===== src/rtl/acg_pkg.sv =====
// Package for the accelerometer calibration and gravity estimation block.
// Holds shared constants, state and command types. No dependencies.
`timescale 1ns / 1ps
package acg_pkg;

  localparam int unsigned SteadyMinDefault = 2;
  localparam logic [25:0] Len2Low  = 26'd13421773;
  localparam logic [25:0] Len2High = 26'd20132659;
  localparam logic [7:0]  ZeroReset = 8'd134;
  localparam logic [7:0]  SpanReset = 8'd28;

  // Configuration register indexes.
  localparam logic [2:0] RegZeroX = 3'd0;
  localparam logic [2:0] RegZeroY = 3'd1;
  localparam logic [2:0] RegZeroZ = 3'd2;
  localparam logic [2:0] RegSpanX = 3'd3;
  localparam logic [2:0] RegSpanY = 3'd4;
  localparam logic [2:0] RegSpanZ = 3'd5;

  typedef enum logic [3:0] {
    StIdle,
    StCalStart,
    StCalWait,
    StSquare,
    StCheck,
    StSqrtWait,
    StNormStart,
    StNormWait,
    StUpdate,
    StOut
  } acg_state_e;

  // Commands from the controller to the datapath.
  typedef struct packed {
    logic       load;       // capture input sample
    logic       cal_start;  // start calibration divide for axis
    logic       sq_step;    // accumulate square of axis
    logic       sqrt_start; // start square root
    logic       norm_start; // start normalization divide for axis
    logic       grav_upd;   // commit new gravity vector
    logic       run_inc;    // in-window: bump run count
    logic       run_clr;    // out of window: clear run count
    logic [1:0] axis;
    logic       out_load;   // present result
  } acg_cmd_t;

  // Status from the datapath to the controller.
  typedef struct packed {
    logic       div_done;
    logic       sqrt_done;
    logic       in_window;
    logic [1:0] run;
  } acg_stat_t;

endpackage


===== src/rtl/acg_div.sv =====
// Iterative restoring divider with round-half-away-from-zero on a signed value.
// One quotient bit per cycle. Depends on nothing.
`timescale 1ns / 1ps
module acg_div (
  input  logic               clk_i,
  input  logic               rst_ni,
  input  logic               start_i,
  input  logic               neg_i,   // sign of the numerator
  input  logic [31:0]        mag_i,   // numerator magnitude
  input  logic [17:0]        den_i,   // nonzero divisor
  output logic               done_o,
  output logic signed [33:0] quo_o
);
  // Computes q = (2*mag + den) / (2*den), signed by neg.
  logic [33:0] num_q, num_d;
  logic [34:0] rem_q, rem_d;
  logic [18:0] den_q, den_d;
  logic [5:0]  cnt_q, cnt_d;
  logic        busy_q, busy_d, neg_q, neg_d, done_q, done_d;
  logic [34:0] trial;

  always_comb begin
    num_d = num_q; rem_d = rem_q; den_d = den_q; cnt_d = cnt_q;
    busy_d = busy_q; neg_d = neg_q; done_d = 1'b0;
    trial = {rem_q[33:0], num_q[33]} - {16'd0, den_q};
    if (start_i) begin
      num_d  = {1'b0, mag_i, 1'b0} + {16'd0, den_i};
      den_d  = {den_i, 1'b0};
      rem_d  = '0;
      cnt_d  = 6'd34;
      busy_d = 1'b1;
      neg_d  = neg_i;
    end else if (busy_q) begin
      if (!trial[34]) begin
        rem_d = trial;
        num_d = {num_q[32:0], 1'b1};
      end else begin
        rem_d = {rem_q[33:0], num_q[33]};
        num_d = {num_q[32:0], 1'b0};
      end
      cnt_d = cnt_q - 6'd1;
      if (cnt_q == 6'd1) begin
        busy_d = 1'b0;
        done_d = 1'b1;
      end
    end
  end

  always_ff @(posedge clk_i or negedge rst_ni) begin
    if (!rst_ni) begin
      busy_q <= 1'b0;
      done_q <= 1'b0;
      cnt_q  <= '0;
    end else begin
      busy_q <= busy_d;
      done_q <= done_d;
      cnt_q  <= cnt_d;
    end
  end

  always_ff @(posedge clk_i) begin
    num_q <= num_d;
    rem_q <= rem_d;
    den_q <= den_d;
    neg_q <= neg_d;
  end

  assign done_o = done_q;
  assign quo_o  = neg_q ? -$signed(num_q) : $signed(num_q);
endmodule


===== src/rtl/acg_sqrt.sv =====
// Iterative integer square root, two radicand bits per cycle.
// Depends on nothing.
`timescale 1ns / 1ps
module acg_sqrt (
  input  logic        clk_i,
  input  logic        rst_ni,
  input  logic        start_i,
  input  logic [33:0] val_i,
  output logic        done_o,
  output logic [16:0] root_o
);
  logic [33:0] v_q, v_d;
  logic [18:0] rem_q, rem_d;
  logic [16:0] res_q, res_d;
  logic [4:0]  cnt_q, cnt_d;
  logic        busy_q, busy_d, done_q, done_d;
  logic [18:0] cur, trial;

  always_comb begin
    v_d = v_q; rem_d = rem_q; res_d = res_q; cnt_d = cnt_q;
    busy_d = busy_q; done_d = 1'b0;
    cur   = {rem_q[16:0], v_q[33:32]};
    trial = cur - {res_q, 2'b01};
    if (start_i) begin
      v_d = val_i; rem_d = '0; res_d = '0; cnt_d = 5'd17; busy_d = 1'b1;
    end else if (busy_q) begin
      v_d = {v_q[31:0], 2'b00};
      if (!trial[18]) begin
        rem_d = trial;
        res_d = {res_q[15:0], 1'b1};
      end else begin
        rem_d = cur;
        res_d = {res_q[15:0], 1'b0};
      end
      cnt_d = cnt_q - 5'd1;
      if (cnt_q == 5'd1) begin
        busy_d = 1'b0;
        done_d = 1'b1;
      end
    end
  end

  always_ff @(posedge clk_i or negedge rst_ni) begin
    if (!rst_ni) begin
      busy_q <= 1'b0;
      done_q <= 1'b0;
      cnt_q  <= '0;
    end else begin
      busy_q <= busy_d;
      done_q <= done_d;
      cnt_q  <= cnt_d;
    end
  end

  always_ff @(posedge clk_i) begin
    v_q   <= v_d;
    rem_q <= rem_d;
    res_q <= res_d;
  end

  assign done_o = done_q;
  assign root_o = res_q;
endmodule


===== src/rtl/acg_datapath.sv =====
// Datapath: calibration registers, sample, shared divider, square root,
// length accumulation and gravity state. Depends on acg_pkg, acg_div, acg_sqrt.
`timescale 1ns / 1ps
module acg_datapath #(
  parameter int unsigned SteadyMin = acg_pkg::SteadyMinDefault
) (
  input  logic               clk_i,
  input  logic               rst_ni,
  input  logic               cfg_we_i,
  input  logic [2:0]         cfg_idx_i,
  input  logic [7:0]         cfg_data_i,
  input  logic [7:0]         raw_a0_i,
  input  logic [7:0]         raw_a1_i,
  input  logic [7:0]         raw_a2_i,
  input  acg_pkg::acg_cmd_t  cmd_i,
  output acg_pkg::acg_stat_t stat_o,
  output logic               steady_o,
  output logic signed [15:0] accel_x_o,
  output logic signed [15:0] accel_y_o,
  output logic signed [15:0] accel_z_o,
  output logic signed [13:0] grav_x_o,
  output logic signed [13:0] grav_y_o,
  output logic signed [13:0] grav_z_o
);
  logic [7:0] zero_q [3];
  logic [7:0] span_q [3];
  logic [7:0] raw_q  [3];
  logic signed [15:0] acc_q [3];
  logic signed [13:0] grav_q [3];
  logic signed [13:0] gnew_q [3];
  logic [31:0] len2_q;
  logic [16:0] root_q;
  logic [1:0]  run_q;

  // Configuration writes; unknown indexes are dropped.
  always_ff @(posedge clk_i or negedge rst_ni) begin
    if (!rst_ni) begin
      for (int i = 0; i < 3; i++) begin
        zero_q[i] <= acg_pkg::ZeroReset;
        span_q[i] <= acg_pkg::SpanReset;
      end
    end else if (cfg_we_i) begin
      case (cfg_idx_i)
        acg_pkg::RegZeroX: zero_q[0] <= cfg_data_i;
        acg_pkg::RegZeroY: zero_q[1] <= cfg_data_i;
        acg_pkg::RegZeroZ: zero_q[2] <= cfg_data_i;
        acg_pkg::RegSpanX: span_q[0] <= cfg_data_i;
        acg_pkg::RegSpanY: span_q[1] <= cfg_data_i;
        acg_pkg::RegSpanZ: span_q[2] <= cfg_data_i;
        default: ;
      endcase
    end
  end

  // Numerator per output axis: x = zero0-raw0, y = zero2-raw2, z = raw1-zero1.
  logic signed [8:0] diff;
  logic [7:0]        span_sel;
  always_comb begin
    case (cmd_i.axis)
      2'd0: begin
        diff = $signed({1'b0, zero_q[0]}) - $signed({1'b0, raw_q[0]});
        span_sel = span_q[0];
      end
      2'd1: begin
        diff = $signed({1'b0, zero_q[2]}) - $signed({1'b0, raw_q[2]});
        span_sel = span_q[2];
      end
      default: begin
        diff = $signed({1'b0, raw_q[1]}) - $signed({1'b0, zero_q[1]});
        span_sel = span_q[1];
      end
    endcase
  end

  logic [8:0]  diff_mag;
  logic signed [15:0] acc_sel;
  assign diff_mag = diff[8] ? 9'(-diff) : 9'(diff);
  assign acc_sel  = acc_q[cmd_i.axis];

  // Shared divider input: calibration or normalization.
  logic        div_neg;
  logic [31:0] div_mag;
  logic [17:0] div_den;
  logic [16:0] acc_abs;
  assign acc_abs = acc_sel[15] ? 17'(-{{1{acc_sel[15]}}, acc_sel}) : 17'(acc_sel);
  always_comb begin
    if (cmd_i.norm_start) begin
      div_neg = acc_sel[15];
      div_mag = {acc_abs[15:0], 16'd0};
      div_den = {1'b0, root_q};
    end else begin
      div_neg = diff[8];
      div_mag = {11'd0, diff_mag, 12'd0};
      div_den = {10'd0, (span_sel == 8'd0) ? 8'd1 : span_sel};
    end
  end

  logic               div_done;
  logic signed [33:0] quo;
  acg_div u_div (
    .clk_i  (clk_i),
    .rst_ni (rst_ni),
    .start_i(cmd_i.cal_start | cmd_i.norm_start),
    .neg_i  (div_neg),
    .mag_i  (div_mag),
    .den_i  (div_den),
    .done_o (div_done),
    .quo_o  (quo)
  );

  // The root is only taken when the length is in the window, below 2^25.
  logic        sqrt_done;
  logic [16:0] root;
  acg_sqrt u_sqrt (
    .clk_i  (clk_i),
    .rst_ni (rst_ni),
    .start_i(cmd_i.sqrt_start),
    .val_i  ({len2_q[25:0], 8'd0}),
    .done_o (sqrt_done),
    .root_o (root)
  );

  logic signed [15:0] sat16;
  logic signed [13:0] sat14;
  assign sat16 = (quo > 34'sd32767) ? 16'sh7FFF :
                 (quo < -34'sd32768) ? 16'sh8000 : 16'(quo);
  assign sat14 = (quo > 34'sd4096) ? 14'sd4096 :
                 (quo < -34'sd4096) ? -14'sd4096 : 14'(quo);

  // Square of the selected axis (magnitude up to 2^15); the sum of three
  // squares stays below 2^32.
  logic [16:0] sq_in;
  logic [33:0] sq;
  assign sq_in = acc_abs;
  assign sq    = sq_in * sq_in;
  logic [31:0] len_sum;
  assign len_sum = len2_q + sq[31:0];

  // Sample, results and length registers.
  always_ff @(posedge clk_i) begin
    if (cmd_i.load) begin
      raw_q[0] <= raw_a0_i;
      raw_q[1] <= raw_a1_i;
      raw_q[2] <= raw_a2_i;
      len2_q   <= '0;
    end
    if (div_done && !cmd_i.norm_start) begin
      if (cmd_i.sq_step) gnew_q[cmd_i.axis] <= sat14;
      else acc_q[cmd_i.axis] <= sat16;
    end
    if (cmd_i.sq_step && !div_done) len2_q <= len_sum;
    if (sqrt_done) root_q <= root;
  end

  // Gravity vector and run count state.
  always_ff @(posedge clk_i or negedge rst_ni) begin
    if (!rst_ni) begin
      grav_q[0] <= '0;
      grav_q[1] <= -14'sd4096;
      grav_q[2] <= '0;
      run_q     <= '0;
    end else begin
      if (cmd_i.run_clr) run_q <= '0;
      else if (cmd_i.run_inc && run_q != 2'd3) run_q <= run_q + 2'd1;
      if (cmd_i.grav_upd) begin
        for (int i = 0; i < 3; i++) grav_q[i] <= gnew_q[i];
      end
    end
  end

  // Output registers.
  always_ff @(posedge clk_i) begin
    if (cmd_i.out_load) begin
      accel_x_o <= acc_q[0];
      accel_y_o <= acc_q[1];
      accel_z_o <= acc_q[2];
      grav_x_o  <= grav_q[0];
      grav_y_o  <= grav_q[1];
      grav_z_o  <= grav_q[2];
    end
  end

  assign stat_o.div_done  = div_done;
  assign stat_o.sqrt_done = sqrt_done;
  assign stat_o.in_window = (len2_q >= 32'(acg_pkg::Len2Low)) &&
                            (len2_q <= 32'(acg_pkg::Len2High));
  assign stat_o.run       = run_q;
  assign steady_o         = (32'(run_q) >= SteadyMin);
endmodule


===== src/rtl/acg_ctrl.sv =====
// Controller state machine sequencing one sample through the datapath.
// Depends on acg_pkg.
`timescale 1ns / 1ps
module acg_ctrl (
  input  logic               clk_i,
  input  logic               rst_ni,
  input  logic               in_valid,
  output logic               in_stall,
  output logic               out_valid,
  input  logic               out_stall,
  input  acg_pkg::acg_stat_t stat_i,
  input  logic               steady_i,
  output acg_pkg::acg_cmd_t  cmd_o
);
  acg_pkg::acg_state_e state_q, state_d;
  logic [1:0] axis_q, axis_d;
  logic       oval_q, oval_d;

  // Next state.
  always_comb begin
    state_d = state_q;
    axis_d  = axis_q;
    case (state_q)
      acg_pkg::StIdle:
        if (in_valid && !in_stall) begin
          state_d = acg_pkg::StCalStart;
          axis_d  = 2'd0;
        end
      acg_pkg::StCalStart: state_d = acg_pkg::StCalWait;
      acg_pkg::StCalWait:
        if (stat_i.div_done) begin
          if (axis_q == 2'd2) begin
            state_d = acg_pkg::StSquare;
            axis_d  = 2'd0;
          end else begin
            state_d = acg_pkg::StCalStart;
            axis_d  = axis_q + 2'd1;
          end
        end
      acg_pkg::StSquare:
        if (axis_q == 2'd2) state_d = acg_pkg::StCheck;
        else axis_d = axis_q + 2'd1;
      acg_pkg::StCheck:
        state_d = stat_i.in_window ? acg_pkg::StSqrtWait : acg_pkg::StOut;
      acg_pkg::StSqrtWait:
        if (!steady_i) state_d = acg_pkg::StOut;
        else if (stat_i.sqrt_done) begin
          state_d = acg_pkg::StNormStart;
          axis_d  = 2'd0;
        end
      acg_pkg::StNormStart: state_d = acg_pkg::StNormWait;
      acg_pkg::StNormWait:
        if (stat_i.div_done) begin
          if (axis_q == 2'd2) state_d = acg_pkg::StUpdate;
          else begin
            state_d = acg_pkg::StNormStart;
            axis_d  = axis_q + 2'd1;
          end
        end
      acg_pkg::StUpdate: state_d = acg_pkg::StOut;
      acg_pkg::StOut:
        if (!oval_q || !out_stall) state_d = acg_pkg::StIdle;
      default: state_d = acg_pkg::StIdle;
    endcase
  end

  // Output valid holds until taken.
  always_comb begin
    oval_d = oval_q;
    if (oval_q && !out_stall) oval_d = 1'b0;
    if (state_q == acg_pkg::StOut && (!oval_q || !out_stall)) oval_d = 1'b1;
  end

  // Commands. During normalization sq_step steers the quotient into the
  // new gravity registers.
  always_comb begin
    cmd_o = '0;
    cmd_o.axis = axis_q;
    case (state_q)
      acg_pkg::StIdle:      cmd_o.load = in_valid && !in_stall;
      acg_pkg::StCalStart:  cmd_o.cal_start = 1'b1;
      acg_pkg::StSquare:    cmd_o.sq_step = 1'b1;
      acg_pkg::StCheck: begin
        cmd_o.run_inc    = stat_i.in_window;
        cmd_o.run_clr    = !stat_i.in_window;
        cmd_o.sqrt_start = stat_i.in_window;
      end
      acg_pkg::StNormStart: cmd_o.norm_start = 1'b1;
      acg_pkg::StNormWait:  cmd_o.sq_step = 1'b1;
      acg_pkg::StUpdate:    cmd_o.grav_upd = 1'b1;
      acg_pkg::StOut:       cmd_o.out_load = !oval_q || !out_stall;
      default: ;
    endcase
  end

  assign in_stall  = (state_q != acg_pkg::StIdle);
  assign out_valid = oval_q;

  always_ff @(posedge clk_i or negedge rst_ni) begin
    if (!rst_ni) begin
      state_q <= acg_pkg::StIdle;
      axis_q  <= '0;
      oval_q  <= 1'b0;
    end else begin
      state_q <= state_d;
      axis_q  <= axis_d;
      oval_q  <= oval_d;
    end
  end
endmodule


===== src/rtl/accel_calibrate_gravity_estimate_top.sv =====
// Top level of the accelerometer calibration and gravity estimation block.
// Depends on acg_pkg, acg_ctrl and acg_datapath.
`timescale 1ns / 1ps
// One request is one raw three-axis sample. It is calibrated per axis with a
// shared divider (three divides), squared and summed, and when the squared
// length is in the steady window for SteadyMin samples a square root and three
// more divides renormalize the gravity vector. Input stall is high while a
// sample is in work; the finished result sits in an output register.
module accel_calibrate_gravity_estimate_top #(
  parameter int unsigned SteadyMin = acg_pkg::SteadyMinDefault
) (
  input  logic               clk_i,
  input  logic               rst_ni,
  input  logic               cfg_we_i,
  input  logic [2:0]         cfg_idx_i,
  input  logic [7:0]         cfg_data_i,
  input  logic               in_valid,
  output logic               in_stall,
  input  logic [7:0]         raw_a0_i,
  input  logic [7:0]         raw_a1_i,
  input  logic [7:0]         raw_a2_i,
  output logic               out_valid,
  input  logic               out_stall,
  output logic signed [15:0] accel_x_o,
  output logic signed [15:0] accel_y_o,
  output logic signed [15:0] accel_z_o,
  output logic signed [13:0] grav_x_o,
  output logic signed [13:0] grav_y_o,
  output logic signed [13:0] grav_z_o
);
  acg_pkg::acg_cmd_t  cmd;
  acg_pkg::acg_stat_t stat;
  logic               steady;

  acg_ctrl u_ctrl (
    .clk_i    (clk_i),
    .rst_ni   (rst_ni),
    .in_valid (in_valid),
    .in_stall (in_stall),
    .out_valid(out_valid),
    .out_stall(out_stall),
    .stat_i   (stat),
    .steady_i (steady),
    .cmd_o    (cmd)
  );

  acg_datapath #(.SteadyMin(SteadyMin)) u_dp (
    .clk_i     (clk_i),
    .rst_ni    (rst_ni),
    .cfg_we_i  (cfg_we_i),
    .cfg_idx_i (cfg_idx_i),
    .cfg_data_i(cfg_data_i),
    .raw_a0_i  (raw_a0_i),
    .raw_a1_i  (raw_a1_i),
    .raw_a2_i  (raw_a2_i),
    .cmd_i     (cmd),
    .stat_o    (stat),
    .steady_o  (steady),
    .accel_x_o (accel_x_o),
    .accel_y_o (accel_y_o),
    .accel_z_o (accel_z_o),
    .grav_x_o  (grav_x_o),
    .grav_y_o  (grav_y_o),
    .grav_z_o  (grav_z_o)
  );
endmodule

===== config.mk =====
export PLATFORM = sky130hd
export DESIGN_NAME = accel_calibrate_gravity_estimate_top
export DESIGN_NICKNAME = d
export VERILOG_FILES = /design/src/rtl/acg_pkg.sv /design/src/rtl/acg_div.sv /design/src/rtl/acg_sqrt.sv /design/src/rtl/acg_datapath.sv /design/src/rtl/acg_ctrl.sv /design/src/rtl/accel_calibrate_gravity_estimate_top.sv
export SDC_FILE = /design/constraint.sdc
export NUM_CORES = 1
export LEC_CHECK = 0
export ABC_AREA = 1
export BUFFER_PORTS_ARGS = -buffer_cell sky130_fd_sc_hd__buf_2
export CAP_MARGIN = 10
export CORE_MARGIN = 2
export CORE_UTILIZATION = 30
export CTS_BUF_LIST = sky130_fd_sc_hd__clkbuf_4 sky130_fd_sc_hd__clkbuf_8 sky130_fd_sc_hd__clkbuf_16
export DETAILED_ROUTE_END_ITERATION = 12
export PLACE_DENSITY_LB_ADDON = 0.25
export SYNTH_ARGS = -nofsm -noshare
export SYNTH_HDL_FRONTEND = slang
export SYNTH_SLANG_ARGS = --single-unit
export TNS_END_PERCENT = 5

===== constraint.sdc =====
create_clock -name clk_i -period 9.2 [get_ports clk_i]
set_clock_uncertainty 0.1 [all_clocks]
set_input_delay 0.92 -clock clk_i [delete_from_list [all_inputs] [get_ports clk_i]]
set_output_delay 0.92 -clock clk_i [all_outputs]
set_load 0.005 [all_outputs]

# ---- After elaboration in Yosys (flattened, before gate mapping)
# Memory sizes are Yosys's and may differ from the RTL's. A register that Yosys moved wholly into a read port is not among the register bits.
# Index checks and enable logic that the tools add are counted.
dict set report totals {
  regBits 310
  ram_bits 114
  in_bits 40
  output_inout_bits 92
  wordCells 196
  mem_count 3
}
dict set report classes {
  n_addsub 14
  mul 1
  order_cmp 7
  eq_ne 27
  mux 78
  bitwise 1
  reduce_logical 37
}
# name words width read_ports rd_ports_with_merged_regs wr line
set mem_list {}
lappend mem_list {u_dp.acc_q 3 16 4 3 1 acg_datapath.sv:28} ;# logic signed [15:0] acc_q [3];
lappend mem_list {u_dp.gnew_q 3 14 3 3 1 acg_datapath.sv:30} ;# logic signed [13:0] gnew_q [3];
lappend mem_list {u_dp.raw_q 3 8 3 0 3 acg_datapath.sv:27} ;# logic [7:0] raw_q [3];
# op count
set op_table {}
lappend op_table {{$mux W34} 6}
lappend op_table {{$mux W32} 3}
lappend op_table {{$mux W17} 3}
lappend op_table {{$pmux W4 S10} 1}
lappend op_table {{$mux W4} 9}
lappend op_table {{$sub A35 B19 Y35} 1}
lappend op_table {{$add A33 B18 Y34} 1}
lappend op_table {{$gt A34 B14 Y1 const B} 1}
lappend op_table {{$gt A34 B16 Y1 const B} 1}
lappend op_table {{$lt A34 B13 Y1 const B} 1}
lappend op_table {{$lt A34 B16 Y1 const B} 1}
lappend op_table {{$neg A34 Y34} 1}
lappend op_table {{$add A32 B32 Y32} 1}
lappend op_table {{$ge A32 B24 Y1 const B} 1}
lappend op_table {{$le A32 B25 Y1 const B} 1}
lappend op_table {{$mul A17 B17 Y32} 1}
lappend op_table {{$mux W1} 32}
lappend op_table {{$mux W16} 2}
lappend op_table {{$mux W14} 2}
lappend op_table {{$sub A8 B8 Y9} 3}
lappend op_table {{$mux W2} 11}
lappend op_table {{$sub A19 B19 Y19} 1}
lappend op_table {{$pmux W9 S2} 1}
lappend op_table {{$neg A17 Y17} 1}
lappend op_table {{other kinds (39)} 79}

# ---- Depth between registers and ports, before layout
# Gate-level depths: netlist of run 1.
# An unclocked memory read counts as a cell.
dict set report depth {
  depth_word 8
  depth_mapped 42
  mapped_depth_nobuf 39
}

# ---- Modules after synthesis
# Synthesis of run 1 repeated with hierarchy kept, for this count alone.
dict set report unflattened {
  cells_unflattened 4354
  hier_area_um2 37390.9
}
# mod instances cells_per_inst area_per_inst_um2 seq_area_each_um2
set by_module_without_submodules {}
lappend by_module_without_submodules {acg_datapath 1 2457 24516.0 10405.0}
lappend by_module_without_submodules {acg_div 1 1200 7932.6 2472.4}
lappend by_module_without_submodules {acg_sqrt 1 583 4290.4 1876.8}
lappend by_module_without_submodules {acg_ctrl 1 114 651.9 175.2}

# ---- Worst setup path before layout of run 1
# OpenSTA, ideal clock, no wires.
dict set report synth_path {
  path_type {register to register}
  startpoint {register u_ctrl.axis_q[1]}
  endpoint {register u_dp.len2_q[30] (data pin)}
  setup_time_ns 0.259
  arrival_ns 7.002
  required_ns 8.841
  path_slack_ns 1.839
  path_stages_with_launch 37
  path_buffers 3
  path_cell_list {dfrtp_1 buf_4 inv_4 nand3_1 nand2_2 buf_1 ha_1 inv_1 nor2_4 nand4_1 nand2_1 nand2_1 nand2_1 clkbuf_1 nor2_1 fa_1 inv_1 fa_1 inv_1 fa_1 fa_1 fa_1 inv_1 fa_1 inv_1 ha_1 nand2_1 nor4_1 nand3_1 nand3_1 nand2_1 nand2_1 a21oi_1 nor2_1 nor2_1 o21ai_0 a21oi_1}
}
dict set report synth_between {
  elab_chain_cells 6
}
# item line
set synth_lines {}
lappend synth_lines {{from (decl)} acg_ctrl.sv:16} ;# logic [1:0] axis_q, axis_d;
lappend synth_lines {{from (signal assigned)} acg_ctrl.sv:106} ;# axis_q <= axis_d;
lappend synth_lines {{$mem_v2 Z3 W16 *} n/a}
lappend synth_lines {{$neg A17 Y17} acg_datapath.sv:85} ;# assign acc_abs = acc_sel[15] ? 17'(-{{1{acc_sel[15]}}, acc_sel}) : 17'(acc_sel);
lappend synth_lines {{$mux W17 *} acg_datapath.sv:85}
lappend synth_lines {{$mul A17 B17 Y32 *} acg_datapath.sv:135} ;# assign sq = sq_in * sq_in;
lappend synth_lines {{$add A32 B32 Y32 *} acg_datapath.sv:137} ;# assign len_sum = len2_q + sq[31:0];
lappend synth_lines {{$mux W32 *} acg_datapath.sv:151} ;# if (cmd_i.sq_step && !div_done) len2_q <= len_sum;
lappend synth_lines {{to (signal assigned)} acg_datapath.sv:151}
lappend synth_lines {{to (decl)} acg_datapath.sv:31} ;# logic [31:0] len2_q;
# Every way passes the cells marked *; elsewhere a longest branch is shown, timed or not.
# A chain may end at the register's enable or synchronous reset.

# ---- Worst setup path in the final report of run 1
dict set report layout_path {
  startpoint {register u_ctrl.axis_q[1]}
  endpoint {register u_dp.len2_q[27] (data pin)}
}
# Same word-level chain as after synthesis.

==> flow_metrics.tcl, run 1 <==
set metrics [dict create \
    antenna_found_initial 0 \
    cts_setup_buffers 0 \
    overflow 0 \
    grt_pass1_wl_mm 147 \
    peakVddDrop_uv 173 \
    synthFlopType "edfxtp_1" \
    period_needed_ps 8440 \
    slowest_delay_ps 820 \
    postSynthCellCount 3852 \
    outcome "finished clean" \
    worst_pin_slew_ps 1010 \
    reg2reg_from "u_ctrl.axis_q[1]" \
    drt-initial-drc-count 1538 \
    power_switching_share 0.343 \
    p_leak_nw 17.8 \
    fp.dieW_um 346 \
    cap_violations 0 \
    numPortBuffers 131 \
    fin_crit_sh 0.918 \
    drc_errors 0 \
    cts_made_buffers 59 \
    cts_sinks 529 \
    critPathMostFrequentCell "nand2_1" \
    yosysWarnings 0 \
    dr.pass1.iters 5 \
    setup_tns_ps 0 \
    clk_path_buf_depth 3 \
    num_antenna_cells 0 \
    setup_viol 0 \
    routed_wirelength_mm 91.5 \
    finalNetCount 4469 \
    grt_pass1_vias 25954 \
    slew_headroom 0.323 \
    coreArea_mm2 0.116 \
    syn_area_per_cell_um2 9.11 \
    cellPowerDensity_mw_per_mm2 189 \
    synth_edf_count 347 \
    synthSimpleGateAreaFrac 0.177 \
    rows 125 \
    clock.fmax_mhz 118 \
    grt_max_degree 75 \
    slowest_stage "dfrtp_1" \
    gp_congestion 0.874 \
    path_class "reg2reg" \
    cts_resized 0 \
    critPathArrivalTime_ps 8760 \
    synthXorXnorAreaFrac 0.0248 \
    critPathLaunch "u_ctrl.axis_q[1]" \
    synth-compound-area-share 0.0841 \
    synth_top_family_by_area "adder cells" \
    ys_ff_latch 529 \
    p_seq_frac 0.372 \
    synth_cell_types 71 \
    critPathLaunchType "register" \
    ant_nets 0 \
    rsz0062_at_grt "false" \
    fp.dieH_um 346 \
    worstSetupEndpointType "register" \
    grt_use_total 0.154 \
    critPathMaxFanout 22 \
    clock_latency_ps 690 \
    root_buffer "clkbuf_16" \
    hp-class "in2async" \
    path_clk_slew_ps 70 \
    ctsHoldBuffers 0 \
    cp.required_ps 9520 \
    vias_per_cell 4.56 \
    clkPwrFrac 0.320 \
    netlist_area_mm2 0.0351 \
    cts_tree "built" \
    post-dp-hpwl_mm 70.8 \
    reg2reg_slack_ps 760 \
    slew_violations 0 \
    start_util 0.302 \
    ys_seq_area_frac 0.418 \
    dpl_cell_area_mm2 0.0377 \
    p_switching_mw 2.57 \
    internal_power_mw 4.92 \
    muxShareOfSynthArea 0.0135 \
    vias 25536 \
    yosys.area_share.adder 0.191 \
    ios 132 \
    htreeDepth 2 \
    final_cell_area_mm2 0.0396 \
    async_reset_ff_frac 0.216 \
    finalHoldViolCount 0 \
    routedWlPerCell_um 16.3 \
    drive_above_1_share 0.114 \
    fp.dieArea_mm2 0.120 \
    p_comb_frac 0.308 \
    syn_to_final_growth_pct 13.0 \
]
[power by group through the flow]
stage | Combinational (mW) | Clock, mW | Sequential, mW
detailed placement | 2.29 | 0 | 2.84
floorplan | 1.70 | 0 | 2.79
CTS | 2.30 | 2.47 | 2.79
global route | 2.64 | 2.56 | 2.79
global placement | 2.27 | 0 | 2.84
finish | 2.30 | 2.39 | 2.79
[final cells by class]
class | count | area, um^2
repair buffers | 170 | 951
clock buffers | 82 | 1680
well taps | 1524 | 1910
fillers | 12086 | 76400
multi-input cells | 2539 | 17400
flip-flops and latches | 529 | 14700
clock inverters | 30 | 308
inverters | 729 | 2750
[worst max-delay path, delay by kind of cell (launching register included)]
kind	cells	cell delay (ps)
flip-flops	1	820
buffers and inverters	6	720
adder cells (fa/ha/maj)	8	3630
AND/OR/NAND/NOR	16	2060
AO/OA/AOI/OAI	4	890
[Yosys cell counts (17+ instances only)]
cell type  instances  area share
o211ai_1          42      0.0090
a21oi_1          181       0.026
fa_1             226        0.13
xor2_1            65       0.016
nor2_1           326       0.035
nand3_1          191       0.027
dfxtp_1           68       0.039
nor2_2            24      0.0043
buf_2             18      0.0026
mux2_2            42       0.013
o21ai_0          190       0.027
edfxtp_1         347        0.30
inv_1            705       0.075
dfrtp_1           94       0.067
xnor2_1           24      0.0060
nor3_1            17      0.0024
nand2_1          770       0.082
clkbuf_1          50      0.0053
ha_1             175       0.062
nand2_2           23      0.0041
dfstp_2           20       0.015
nand4_1           38      0.0068
[cells by family after synthesis]
group | count (synthesis)
adder cells (fa/ha/maj) | 401
AND/OR/NAND/NOR | 1450
AO/OA/AOI/OAI | 513
XOR/XNOR | 94
buffers and inverters | 821
multiplexers | 42
flip-flops | 529
other | 2
[sequential cells by signal (all words and copies together), names as in the netlist, 16 cells and up]
register,cells
u_dp.span_q,24
u_dp.u_sqrt.root_o,17
u_dp.grav_q,42
accel_x_o,16
u_dp.u_sqrt.v_q,26
u_dp.len2_q,32
u_dp.acc_q,64
u_dp.gnew_q,42
accel_z_o,16
accel_y_o,16
u_dp.zero_q,24
u_dp.u_div.num_q,34
u_dp.u_sqrt.rem_q,17
u_dp.u_div.rem_q,34
u_dp.raw_q,24
u_dp.u_div.den_q,17
u_dp.root_q,17
[through the flow]
step	util	hold slack [ps]	power (mW)	setup slack, ps	instances
after floorplan	-	308	4.50	1840	3889
after global placement	0.324	328	5.11	798	5491
after detailed placement	0.324	331	5.12	802	5491
after CTS	0.342	186	7.57	755	5603
after global routing	0.342	232	8.00	255	5603
final	0.342	222	7.48	758	5603
[placed cells by master (no fill, tap or decap), types with 6 or more instances in the layout]
master     instances
nand2_1          769
inv_1            705
edfxtp_1         347
nor2_1           323
fa_1             226
nand3_1          191
o21ai_0          189
a21oi_1          181
ha_1             175
buf_2            130
dfrtp_1           94
dfxtp_1           68
xor2_1            65
clkbuf_16         60
o211ai_1          42
mux2_2            42
buf_4             40
conb_1            39
nand4_1           38
nor2_2            26
nand2_2           24
xnor2_1           24
clkbuf_4          20
dfstp_2           20
nor3_1            17
inv_2             16
nor4_1            14
clkinv_1          13
a31oi_1           12
nor2_4            11
o22ai_1           10
clkinv_2           9
o21a_1             9
o21ai_2            8
a21o_1             8
or2_2              8
o21bai_1           8
o21ai_1            7
nand3_2            7
o31ai_1            6
[path summary, 6_finish.rpt]
| check | depth (start not counted) | to |
|---|---|---|
| worst max-delay path | 34 | u_dp.len2_q[27] |
| worst min-delay path | 1 | u_ctrl.state_q[1] |
| worst max register to register | 34 | u_dp.len2_q[27] |
| worst min register to register | 0 | u_dp.grav_z_o[11] |
| max in group asynchronous | 2 | u_dp.grav_q[18] |
| min in group clk_i | 0 | u_dp.grav_z_o[11] |
[per-layer routing]
| metal | vias to the layer above | track usage | part of all wire |
|---|---|---|---|
| li1 | 12728 | - | - |
| met1 | 12225 | 0.208 | 0.47 |
| met2 | 466 | 0.262 | 0.48 |
| met3 | 117 | 0.0180 | 0.033 |
| met4 | 0 | 0.0408 | 0.024 |
| met5 | - | 0 | 0 |
No activity file was read; power rests on OpenSTA's default activity.
==> inputs of run 2 (changes only) <==
--- a/config.mk
+++ b/config.mk
@@ -11,5 +11,6 @@
 export CORE_MARGIN = 2
-export CORE_UTILIZATION = 30
+export CORE_UTILIZATION = 45
 export CTS_BUF_LIST = sky130_fd_sc_hd__clkbuf_4 sky130_fd_sc_hd__clkbuf_8 sky130_fd_sc_hd__clkbuf_16
 export DETAILED_ROUTE_END_ITERATION = 12
+export HOLD_SLACK_MARGIN = 0.08
 export PLACE_DENSITY_LB_ADDON = 0.25
==> constraint.sdc (replaced) <==
create_clock -name clk_i -period 9.2 [get_ports clk_i]
set_clock_uncertainty 0.1 [all_clocks]
set_input_delay 0.46 -clock clk_i [delete_from_list [all_inputs] [get_ports clk_i]]
set_output_delay 0.46 -clock clk_i [all_outputs]
set_load 0.005 [all_outputs]
==> run 2 against run 1 <==
  * Critical path depth decreased by 4
  * Via count up 0.82%
  * Utilization up 17 points
  * Setup slack improved by 25 ps
  * Worst hold slack got worse by 88 ps
  * Combinational power fell by 2%
  * Flip-flop and latch count unchanged
  * Global-route usage up 6.1 points
  * Maximum frequency increased by 0.30%
  * Sequential power hardly changed
  * Sequential share of layout area up 0.36 points
  * Critical path type unchanged
  * Largest cell class unchanged
  * Largest power group unchanged
  * Highest routed layer unchanged
==> flow_metrics.tcl, run 2 (synthesis results as in run 1) <==
set metrics [dict create \
    vias 25746 \
    cellPowerDensity_mw_per_mm2 191 \
    p_switching_mw 2.51 \
    reg_top3 "u_dp.acc_q (64), u_dp.gnew_q (42), u_dp.grav_q (42)" \
    power_switching_share 0.335 \
    mostFrequentLayoutCell "nand2_1" \
    rsz0062_at_grt "false" \
    dpl_cell_area_mm2 0.0370 \
    p_leak_nw 17.9 \
    routed_wirelength_mm 85.2 \
    finalHoldViolCount 0 \
    num_antenna_cells 0 \
    fp.dieH_um 283 \
    cts_made_buffers 57 \
    root_buffer "clkbuf_16" \
    fin_crit_sh 0.915 \
    gp_congestion 0.923 \
    finalNetCount 4482 \
    slowest_delay_ps 630 \
    ios 132 \
    outcome "finished clean" \
    antenna_found_initial 0 \
    ant_nets 0 \
    cts_sinks 529 \
    hold_end "u_dp.zero_q[3]" \
    drive_above_1_share 0.110 \
    slew_headroom 0.260 \
    reg2reg_depth 30 \
    grt_use_total 0.215 \
    start_util 0.454 \
    setup_viol 0 \
    fp.dieW_um 283 \
    post-dp-hpwl_mm 64.9 \
    critPathMostFrequentCell "fa_1" \
    grt_pass1_wl_mm 139 \
    drc_errors 0 \
    final_cell_mix "769 x nand2_1, 705 x inv_1, 347 x edfxtp_1" \
    critPathMaxFanout 22 \
    cts_setup_buffers 0 \
    period_needed_ps 8420 \
    cts_resized 0 \
    largest_register "u_dp.acc_q" \
    hp-start "cfg_data_i[3]" \
    reg2reg_from "u_ctrl.axis_q[1]" \
    p_seq_frac 0.371 \
    power.total_mw 7.49 \
    final_cell_area_mm2 0.0393 \
    hp-class "in2reg" \
    drt-initial-drc-count 1562 \
    hold-worst-slack_ps 134 \
    clkPwrFrac 0.327 \
    cp.required_ps 9510 \
    slowest_stage "dfrtp_1" \
    reg2reg_slack_ps 780 \
    fin_util 0.508 \
    clock.fmax_mhz 119 \
    p_comb_frac 0.302 \
    r2r-end "u_dp.len2_q[31]" \
    htreeDepth 2 \
    grt_pass1_vias 25613 \
    cts_tree "built" \
    path_class "reg2reg" \
    clock_latency_ps 650 \
    route.met3.wl_mm 4.23 \
    syn_to_final_growth_pct 11.9 \
    numPortBuffers 131 \
    path_clk_slew_ps 70 \
    setup_ws_ps 784 \
    m1WireLength_mm 39.0 \
    fp.dieArea_mm2 0.0802 \
    vias_per_cell 5.02 \
    dr_wl_met2_mm 39.9 \
    coreArea_mm2 0.0773 \
    slew_violations 0 \
    worstSetupEndpointType "register" \
    critPathArrivalTime_ps 8730 \
    critPathLaunchType "register" \
    critPathLaunch "u_ctrl.axis_q[1]" \
    setup_tns_ps 0 \
    internal_power_mw 4.98 \
    largest_reg_flops 64 \
    dp.cells 4996 \
    fin_cells 5129 \
    min_path_cells 3 \
    peakVddDrop_uv 194 \
    rows 102 \
    grt_max_degree 80 \
    highest_layer "met4" \
    routedWlPerCell_um 16.6 \
    dr.pass1.iters 8 \
    clk_path_buf_depth 3 \
    dp_slack_ps 929 \
    overflow 0 \
    cap_violations 0 \
    worst_pin_slew_ps 1110 \
]
## run 2: cell count changes in the layout (fill, tap and decap cells not counted)
cell / before / now
clkinv_2: 9 / 8
nor2_2: 26 / 30
inv_6: 5 / 2
clkinv_4: 0 / 3
buf_4: 40 / 29
bufinv_16: 3 / 9
clkbuf_16: 60 / 57
clkbuf_4: 20 / 10
clkinvlp_4: 2 / 4
nor2_1: 323 / 319
clkbuf_8: 2 / 0
dlygate4sd3_1: 0 / 26
clkinv_1: 13 / 14
inv_8: 0 / 2
## run 2: final cells by class
cell class              instances  area (um^2)
flip-flops and latches        529        14700
clock inverters                40          524
clock buffers                  67         1500
repair buffers                185         1130
fillers                      7246        38100
multi-input cells            2539        17400
inverters                     729         2750
well taps                    1040         1300
## run 2: timing repair
action	CTS	global route
hold buffers	26	0
hold endpoints to repair	65	0
endpoints found under the setup margin	0	0
## run 2: power groups by stage
stage	Sequential (mW)	Clock [mW]	Combinational [mW]
floorplan	2.79	0	1.70
global placement	2.83	0	2.22
detailed placement	2.83	0	2.23
CTS	2.78	2.49	2.26
global route	2.79	2.58	2.61
finish	2.78	2.45	2.26
## run 2: routing by layer
layer / vias to the layer above / global-route usage
li1: 12738 / -
met1: 12262 / 0.300
met2: 616 / 0.357
met3: 130 / 0.0290
met4: 0 / 0.0530
met5: - / 0
## run 2: worst max path at each step
stage	to	slack, ps	cells past startpoint
after global routing	u_dp.len2_q[30]	250	34
final	u_dp.len2_q[31]	780	30
after floorplan	u_dp.len2_q[30]	1840	36
after detailed placement	u_dp.len2_q[31]	930	30
after CTS	u_dp.len2_q[27]	900	34
after global placement	u_dp.len2_q[31]	1050	30
## run 2: critical path, delay by kind of cell (launching register included)
family / cells / cell delay, ps
fa+ha+maj: 8 / 3660
compound gates: 7 / 1580
simple gates: 9 / 1560
buf+inv: 6 / 630
flops: 1 / 630
==> inputs of run 3 (changes only) <==
clock period = 9.3 ns   (was 9.2 ns; I/O delays follow)
==> run 3 against run 2 <==
  * Sequential share of layout area is 0.091 points higher
  * Clock power down 6%
  * Via count rose by 0.36%
  * Combinational power down 2%
  * Die area stayed put
  * Global-route usage about the same
  * Maximum frequency up 0.16%
  * Critical path depth rose by 3
  * Clock-buffer cell count shrank 1
  * Largest cell class unchanged
==> flow_metrics.tcl, run 3 (synthesis results as in run 1) <==
set metrics [dict create \
    dr.pass1.iters 5 \
    overflow 0 \
    worst_pin_slew_ps 1130 \
    r2r-end "u_dp.len2_q[30]" \
    drt-initial-drc-count 1876 \
    p_leak_nw 17.8 \
    vias 25838 \
    cts_made_buffers 57 \
    endpoint "u_dp.len2_q[30]" \
    cap_violations 0 \
    worstSetupEndpointType "register" \
    routed_wirelength_mm 84.6 \
    mostFrequentLayoutCell "nand2_1" \
    cellPowerDensity_mw_per_mm2 186 \
    period_needed_ps 8400 \
    power.total_mw 7.27 \
    vias_per_cell 5.04 \
    coreArea_mm2 0.0773 \
    path_clk_slew_ps 60 \
    fin_crit_sh 0.903 \
    cts_tree "built" \
    drc_errors 0 \
    setup_tns_ps 0 \
    setup_viol 0 \
    clk_path_buf_depth 3 \
    outcome "finished clean" \
    hp-class "in2reg" \
    critPathMostFrequentCell "nand2_1" \
    numPortBuffers 131 \
    num_antenna_cells 0 \
    rsz0062_at_grt "false" \
    peakVddDrop_uv 209 \
    clock_latency_ps 650 \
    largest_register "u_dp.acc_q" \
    fp.dieH_um 283 \
    slowest_stage "dfrtp_1" \
    htreeDepth 2 \
    critPathLaunch "u_ctrl.axis_q[1]" \
    reg2reg_depth 33 \
    finalNetCount 4482 \
    cts_sinks 529 \
    crit_cells 33 \
    fp.dieArea_mm2 0.0802 \
    reg2reg_slack_ps 900 \
    largest_reg_flops 64 \
    ios 132 \
    grt_use_total 0.215 \
    reg_top3 "u_dp.acc_q (64), u_dp.gnew_q (42), u_dp.grav_q (42)" \
    grt_max_degree 82 \
    antenna_found_initial 0 \
    grt_pass1_vias 25693 \
    ant_nets 0 \
    critPathLaunchType "register" \
    critPathArrivalTime_ps 8710 \
    drive_above_1_share 0.112 \
    start_util 0.454 \
    fp.dieW_um 283 \
    rows 102 \
    gp_congestion 0.915 \
    cts_setup_buffers 0 \
    grt_pass1_wl_mm 139 \
    path_class "reg2reg" \
    hold-worst-slack_ps 116 \
    slew_violations 0 \
    clock.fmax_mhz 119 \
    slowest_delay_ps 640 \
    root_buffer "clkbuf_16" \
    crit_family "adder cells" \
    slew_headroom 0.249 \
    critPathMaxFanout 22 \
    crit_buf_inv 6 \
    finalHoldViolCount 0 \
    final_cell_mix "769 x nand2_1, 705 x inv_1, 347 x edfxtp_1" \
    cp.required_ps 9610 \
    routedWlPerCell_um 16.5 \
    syn_to_final_growth_pct 11.6 \
    reg2reg_from "u_ctrl.axis_q[1]" \
    post-dp-hpwl_mm 64.8 \
]
[run 3: changes by cell type in the layout (fill, tap and decap cells not counted), moves of 2 or more]
cell        previous run  this run
clkbuf_4              10         8
clkinv_16              3         1
clkinv_1              14         8
clkinv_4               3         7
clkinvlp_4             4         8
bufinv_16              9         5
inv_6                  2         5
[run 3: what timing repair did]
item                                    CTS  global route
gates resized for setup                   0             0
endpoints found under the setup margin    0             0
hold buffers                             25             0
hold endpoints to repair                 64             0
[run 3: tightest hold or removal path: stages]
cell and delay (ps):
buf_2 80, nand2_1 130, nand2_1 110
[run 3: stage by stage]
step,area (um^2),setup slack (ps),cells,utilization
after floorplan,35200,1940,3889,-
after global placement,37000,1140,4997,0.478
after detailed placement,37000,1060,4997,0.478
after CTS,39200,1010,5129,0.506
after global routing,39200,335,5129,0.506
final,39200,898,5129,0.506
[run 3: final cells by class]
type | instances | area (um^2)
Timing Repair Buffer | 185 | 1130
Tap cell | 1040 | 1300
Fill cell | 7301 | 38200
Sequential cell | 529 | 14700
Inverter | 729 | 2750
Multi-Input combinational cell | 2539 | 17400
Clock buffer | 66 | 1500
Clock inverter | 41 | 433
[run 3: report_power, final]
| group | internal, mW | switching [mW] | leakage, nW |
|---|---|---|---|
| Combinational | 0.836 | 1.37 | 12.0 |
| Clock | 1.32 | 0.994 | 0.936 |
| Sequential | 2.67 | 0.0779 | 4.91 |
[run 3: layer usage]
| layer | vias up | wire length (um) | GRT usage |
|---|---|---|---|
| li1 | 12746 | - | - |
| met1 | 12381 | 39300 | 0.304 |
| met2 | 605 | 39600 | 0.354 |
| met3 | 106 | 4100 | 0.0283 |
| met4 | 0 | 1600 | 0.0470 |
| met5 | - | 0 | 0 |
[run 3: worst min-delay path by stage]
stage                    startpoint                to  slack [ps]  depth (start not counted)
floorplan                    rst_ni  u_ctrl.axis_q[0]          70                          0
global placement    u_dp.grav_q[35]  u_dp.grav_x_o[7]         330                          0
detailed placement  u_dp.grav_q[35]  u_dp.grav_x_o[7]         330                          0
CTS                   cfg_data_i[3]    u_dp.zero_q[3]         100                          3
global route              out_stall  u_ctrl.out_valid         110                          3
finish                    out_stall  u_ctrl.out_valid         120                          3
